File: src/hw/rtl/sap_pkg.sv
package sap_pkg;

  // Build-time sizing.
  localparam int MAX_STAGES  = 16;
  localparam int SAMPLE_BITS = 24;
  localparam int GAIN_W      = 16;
  localparam int CNT_REG_W   = 5;
  localparam int FRAC_BITS   = 15;
  localparam int ROUND_HALF  = 1 << (FRAC_BITS - 1);

  localparam int IDX_W  = (MAX_STAGES > 1) ? $clog2(MAX_STAGES) : 1;
  localparam int CNT_W  = $clog2(MAX_STAGES + 1);
  localparam int DIFF_W = SAMPLE_BITS + 1;
  localparam int PROD_W = DIFF_W + GAIN_W + 1;
  localparam int ACC_W  = SAMPLE_BITS + 4;

  // APB register map.
  localparam int APB_DATA_W = 32;
  localparam int APB_ADDR_W = 4;

  localparam logic [GAIN_W-1:0]    MIX_RESET    = 16'h8000;
  localparam logic [CNT_REG_W-1:0] STAGES_RESET = 5'd4;

  typedef enum logic [1:0] {
    REG_ALLPASS_COEF  = 2'd0,
    REG_FEEDBACK_GAIN = 2'd1,
    REG_MIX_GAIN      = 2'd2,
    REG_STAGE_COUNT   = 2'd3
  } reg_idx_t;

  typedef logic signed [SAMPLE_BITS-1:0] sample_t;
  typedef logic signed [GAIN_W-1:0]      gain_t;
  typedef logic signed [DIFF_W-1:0]      diff_t;
  typedef logic signed [PROD_W-1:0]      prod_t;
  typedef logic signed [ACC_W-1:0]       acc_t;

  typedef struct packed {
    gain_t                 allpass_coef;
    gain_t                 feedback_gain;
    logic [GAIN_W-1:0]     mix_gain;
    logic [CNT_REG_W-1:0]  stage_count;
  } cfg_t;

  typedef struct packed {
    logic              start;
    logic [CNT_W-1:0]  count;
    gain_t             coef;
  } lane_ctl_t;

  typedef struct packed {
    logic done;
  } lane_stat_t;

  localparam acc_t SAT_HI = {{(ACC_W - SAMPLE_BITS + 1){1'b0}}, {(SAMPLE_BITS - 1){1'b1}}};
  localparam acc_t SAT_LO = {{(ACC_W - SAMPLE_BITS + 1){1'b1}}, {(SAMPLE_BITS - 1){1'b0}}};

  // Scale a Q1.15 product back by 2^-15, rounding half up.
  function automatic acc_t round_q15(input prod_t p);
    prod_t t;
    t = p + PROD_W'(ROUND_HALF);
    return ACC_W'(t >>> FRAC_BITS);
  endfunction

  // Clamp to the signed sample range.
  function automatic sample_t sat_sample(input acc_t v);
    sample_t r;
    if (v > SAT_HI) begin
      r = SAT_HI[SAMPLE_BITS-1:0];
    end else if (v < SAT_LO) begin
      r = SAT_LO[SAMPLE_BITS-1:0];
    end else begin
      r = v[SAMPLE_BITS-1:0];
    end
    return r;
  endfunction

endpackage

File: src/hw/rtl/sap_lane.sv
module sap_lane (
  input  logic                  clk,
  input  logic                  rst_n,
  input  sap_pkg::lane_ctl_t    ctl,
  input  sap_pkg::sample_t      x_in,
  output sap_pkg::lane_stat_t   stat,
  output sap_pkg::sample_t      y_out
);
  import sap_pkg::*;

  typedef enum logic [3:0] {
    L_IDLE = 4'b0001,
    L_MUL  = 4'b0010,
    L_ACC  = 4'b0100,
    L_DONE = 4'b1000
  } lane_state_t;

  lane_state_t      state_r, state_nxt;
  logic [IDX_W-1:0] idx_r, idx_nxt;
  sample_t          cur_r, cur_nxt;
  prod_t            prod_r, prod_nxt;

  // Per-stage history for this channel.
  sample_t xprev_r [MAX_STAGES];
  sample_t yprev_r [MAX_STAGES];

  diff_t            diff;
  sample_t          acc_sat;
  logic [CNT_W-1:0] cnt_m1;
  logic             last;

  always_comb begin
    diff    = DIFF_W'(yprev_r[idx_r]) - DIFF_W'(cur_r);
    acc_sat = sat_sample(ACC_W'(xprev_r[idx_r]) + round_q15(prod_r));
    cnt_m1  = ctl.count - CNT_W'(1);
    last    = (CNT_W'(idx_r) == cnt_m1);
  end

  always_comb begin
    state_nxt = state_r;
    idx_nxt   = idx_r;
    cur_nxt   = cur_r;
    prod_nxt  = prod_r;
    unique case (state_r)
      L_IDLE: begin
        if (ctl.start) begin
          cur_nxt   = x_in;
          idx_nxt   = '0;
          state_nxt = (ctl.count == '0) ? L_DONE : L_MUL;
        end
      end
      L_MUL: begin
        prod_nxt  = PROD_W'(diff) * PROD_W'(ctl.coef);
        state_nxt = L_ACC;
      end
      L_ACC: begin
        cur_nxt = acc_sat;
        if (last) begin
          state_nxt = L_DONE;
        end else begin
          idx_nxt   = idx_r + IDX_W'(1);
          state_nxt = L_MUL;
        end
      end
      L_DONE: begin
        state_nxt = L_IDLE;
      end
      default: begin
        state_nxt = L_IDLE;
      end
    endcase
  end

  always_ff @(posedge clk) begin
    if (!rst_n) begin
      state_r <= L_IDLE;
      idx_r   <= '0;
      for (int i = 0; i < MAX_STAGES; i++) begin
        xprev_r[i] <= '0;
        yprev_r[i] <= '0;
      end
    end else begin
      state_r <= state_nxt;
      idx_r   <= idx_nxt;
      if (state_r == L_ACC) begin
        xprev_r[idx_r] <= cur_r;
        yprev_r[idx_r] <= acc_sat;
      end
    end
  end

  always_ff @(posedge clk) begin
    cur_r  <= cur_nxt;
    prod_r <= prod_nxt;
  end

  assign stat.done = (state_r == L_DONE);
  assign y_out     = cur_r;

endmodule

File: config.mk
export PLATFORM = sky130hd
export DESIGN_NAME = sap_lane
export DESIGN_NICKNAME = d
export VERILOG_FILES = /design/src/hw/rtl/sap_pkg.sv /design/src/hw/rtl/sap_lane.sv
export SDC_FILE = /design/constraint.sdc
export NUM_CORES = 2
export LEC_CHECK = 0
export BUFFER_PORTS_ARGS = -buffer_cell sky130_fd_sc_hd__buf_2
export CAP_MARGIN = 20
export CORE_AREA = 2 2 367 369
export CTS_CLUSTER_DIAMETER = 120
export DETAILED_ROUTE_END_ITERATION = 6
export DIE_AREA = 0 0 369 371
export PLACE_DENSITY_LB_ADDON = 0.05
export SYNTH_ARGS = -nofsm -noshare
export SYNTH_HDL_FRONTEND = slang
export SYNTH_SLANG_ARGS = --single-unit
File: constraint.sdc
create_clock -name clk -period 14.4 [get_ports clk]
set_input_delay 0.72 -clock clk [delete_from_list [all_inputs] [get_ports clk]]
set_output_delay 0.72 -clock clk [all_outputs]
set_load 0.005 [all_outputs]
==> flow_summary.rst <==
.. list-table::
   :header-rows: 1

   * - Metric
     - Value
   * - Number of rows in the core area
     - 134
   * - Number of input and output port buffers inserted
     - 72
   * - Share of the synthesized area in the top cell type
     - 46.4%
   * - Vias per cell
     - 5.46
   * - Number of hold buffers added after cts
     - 0
   * - Minimum clock period
     - 11.49 ns
   * - Most common cell after layout, fill and taps aside
     - nor2_1
   * - Critical path endpoint category
     - flip-flop
   * - Hold Vio Cnt, Final
     - 0
   * - Cts repair resizes
     - 0
   * - Worst slew pin tran
     - 1.12 ns
   * - Full die area
     - around 0.14 mm²
   * - Setup repair after global routing missed its margin
     - false
   * - Detailed Routing Iterations Pass 1
     - 5
   * - Number of endpoints failing setup at the final stage
     - 0
   * - Number of cells traversed by the worst hold path
     - 3
   * - Share of layout cells above drive strength 1
     - 13.8%
   * - Synthesized flop and latch total
     - between 800 and 900
   * - End point of the worst hold path
     - y_out[1]$_DFFE_PP_
   * - Tot GR Track Use
     - 25.0%
   * - Destination of the worst register-to-register timing path
     - prod_r[40]$_DFFE_PN_
   * - Count of routing violations after the opening detailed-route iteration
     - 2,819
   * - Path type of the worst min-delay path
     - in -> reg
   * - Number of antenna violations at the first check in global routing
     - 7
   * - Synth top area cells
     - edfxtp_1 46%, fa_1 15%, mux4_2 10%
   * - Number of clock sinks
     - 831
   * - Fin crit share
     - 79.8%
   * - Main flop type after synthesis
     - edfxtp_1
   * - Critical path required time
     - 14.81 ns
   * - Vias after detailed routing
     - 33,593
   * - Synth-to-Final Area Change
     - 9.50%
   * - Total Neg Setup Slack
     - 0 ns
   * - Max-slew violations
     - 0
   * - Root buf cell
     - clkbuf_16
   * - Maximum clock rate
     - 87.1 MHz
   * - Net count, final
     - 4,904
   * - Proportion of synthesized chip area in sequential cells
     - 46.9%
   * - Post-DR wirelength/cell
     - roughly 27 µm
   * - Most area-hungry cell type in the Yosys netlist
     - edfxtp_1
   * - First-pass GRT wire length
     - 247 mm
   * - CTS tree
     - built
   * - Worst Min Path Start
     - x_in[1]
   * - Cell area after technology mapping
     - 0.0530 mm²
   * - Worst-path clk slew
     - 0.06 ns
   * - Type of the worst setup path
     - reg -> reg
   * - Count of different cell masters after synthesis
     - 79
   * - Synthesized instance count
     - 4,351
   * - Outcome
     - finished, final reports clean
   * - Vias in the first global route
     - 35,355
   * - Register-to-Register Path Depth
     - 29
   * - Worst path most repeated cell
     - fa_1
   * - Largest net degree at the start of global routing
     - slightly above 100
   * - Worst Path Arrival
     - 11.90 ns
   * - Post-CTS setup buffers
     - 0
   * - Die height
     - 371 µm
   * - Clock tree buffer depth
     - 3
   * - Proportion of register bits with asynchronous set or reset after synthesis
     - 0%
   * - Slowest stage cell, crit path
     - dfxtp_4
   * - Routed wire length
     - 167 mm
   * - Overflow after GRT
     - 0
   * - IO Count
     - between 70 and 80
   * - Flop-to-flop setup slack
     - about 2.9 ns
   * - Total nets after synthesis
     - 4,943
   * - RD Place Congestion
     - roughly 0.83
   * - H-tree Lvls
     - 3
   * - Mean instance size in the synthesized netlist
     - between 10 and 15 µm²
   * - Clock tree skew after final layout
     - 0.0294 ns
   * - Die boundary width
     - 369 µm
   * - Routed Antenna Nets
     - 0
   * - Maximum capacitance violations
     - 0
   * - Delay of the slowest critical-path stage
     - 0.86 ns
   * - Highest-count cells in the layout ignoring fill and taps
     - 838 x nor2_1, 819 x edfxtp_1, 473 x inv_1
   * - Number of buffers added by the clock tree synthesis step
     - 86
   * - Worst-skew pair later-pin latency
     - 0.68 ns
   * - Critical path launch point type
     - flip-flop
   * - Number of DRC violations after detailed routing
     - 0
   * - Post-synth EDFFs
     - between 800 and 900
   * - Number of warnings reported in the yosys synthesis log
     - 0
   * - Slew Limit Headroom
     - 25.4%
   * - Peak fanout along the critical path
     - 79
   * - Post-detail-place hpwl
     - ~100 mm
   * - Initial cell density of the core
     - 39.9%
   * - Core Region
     - 0.133 mm²
==> registers in the layout, summed over array words and instances, names as in the netlist, named ones only <==
signal,cells
prod_r,27
y_out,24
yprev_r,384
idx_r,4
state_r,4
xprev_r,384
==> how the worst max path moves through the flow <==
stage,startpoint,end,slack [ns]
2_1_floorplan,flip-flop,prod_r[40]$_DFFE_PN_,4.32
3_3_place_gp,flip-flop,prod_r[40]$_DFFE_PN_,2.87
3_5_place_dp,flip-flop,prod_r[40]$_DFFE_PN_,2.79
4_1_cts,flip-flop,prod_r[40]$_DFFE_PN_,2.76
5_1_grt,flip-flop,prod_r[40]$_DFFE_PN_,2.12
6_report,flip-flop,prod_r[40]$_DFFE_PN_,2.91
==> Yosys cell counts (6+ instances only) <==
library cell / count
a21oi_4: 10
nor3_1: 18
clkinv_1: 23
clkbuf_1: 230
dfxtp_1: 12
mux4_2: 240
o2111ai_1: 12
nand4_1: 13
nor2_1: 839
inv_1: 473
buf_6: 24
mux2_2: 8
o211ai_1: 6
nand3_1: 71
nand2_1: 334
a31oi_1: 11
o21ai_0: 68
nand2b_1: 22
and2_1: 132
nor2b_1: 45
buf_1: 28
or3_1: 8
a21oi_1: 94
xor2_1: 27
o21ai_4: 9
ha_1: 155
o31ai_1: 8
fa_1: 389
xnor2_1: 67
o211a_1: 9
a21o_1: 28
a211oi_1: 7
and3_1: 10
o21bai_1: 8
o21a_1: 18
edfxtp_1: 819
==> layout make-up <==
class | instances | area (µm²)
repair buffers | 161 | 1090
inverters | 496 | 1860
clock inverters | 36 | 305
multi-input cells | 2736 | 25300
clock buffers | 117 | 2320
diodes | 2 | 5.00
fillers | 12363 | 74800
flip-flops and latches | 831 | 24800
well taps | 1768 | 2210
==> layer usage <==
metal / part of all wire [%] / wire (µm) / vias up / track usage, %
met2: 47 / 79000 / 960 / 40.8
met4: 2.0 / 3310 / 2 / 5.82
met5: 0.0078 / 13 / - / 0
li1: - / - / 14671 / -
met3: 5.8 / 9750 / 195 / 3.42
met1: 45 / 75000 / 17765 / 35.6
==> stage by stage <==
| stage | instance area (µm²) | instances | utilization, % | setup WS (ns) | hold slack [ns] |
|---|---|---|---|---|---|
| finish | 58000 | 6147 | 43.7 | 2.91 | 0.309 |
| global placement | 55300 | 5990 | 41.7 | 2.87 | 0.657 |
| detailed placement | 55300 | 5991 | 41.7 | 2.79 | 0.656 |
| global route | 58000 | 6145 | 43.7 | 2.12 | 0.327 |
| floorplan | 53000 | 4351 | - | 4.32 | 0.606 |
| CTS | 58000 | 6144 | 43.6 | 2.76 | 0.275 |
==> kinds of logic after synthesis <==
logic type      count (synthesis)  share of synthesized area, %
compound gates                327                          4.48
xor+xnor                       95                          1.59
fa+ha+maj                     544                          18.4
buf+inv                       784                          5.95
flops                         831                          46.9
mux                           250                          10.4
simple gates                 1520                          12.3
==> worst max-delay path: cells and delay by family, from the launching register on <==
family                     cells  cell delay [ns]
AOI/OAI and AO/OA              7             2.30
and+or+nand+nor                4             1.22
xor gates and xnor gates       2             0.30
DFF                            1             0.86
buffers and inverters          6             1.54
muxes                          2             1.22
adders and majority gates      8             3.62
Power is left out: the tool's default activity adds up to more than one toggle a clock period on the data nets, which glitch-free logic cannot reach.
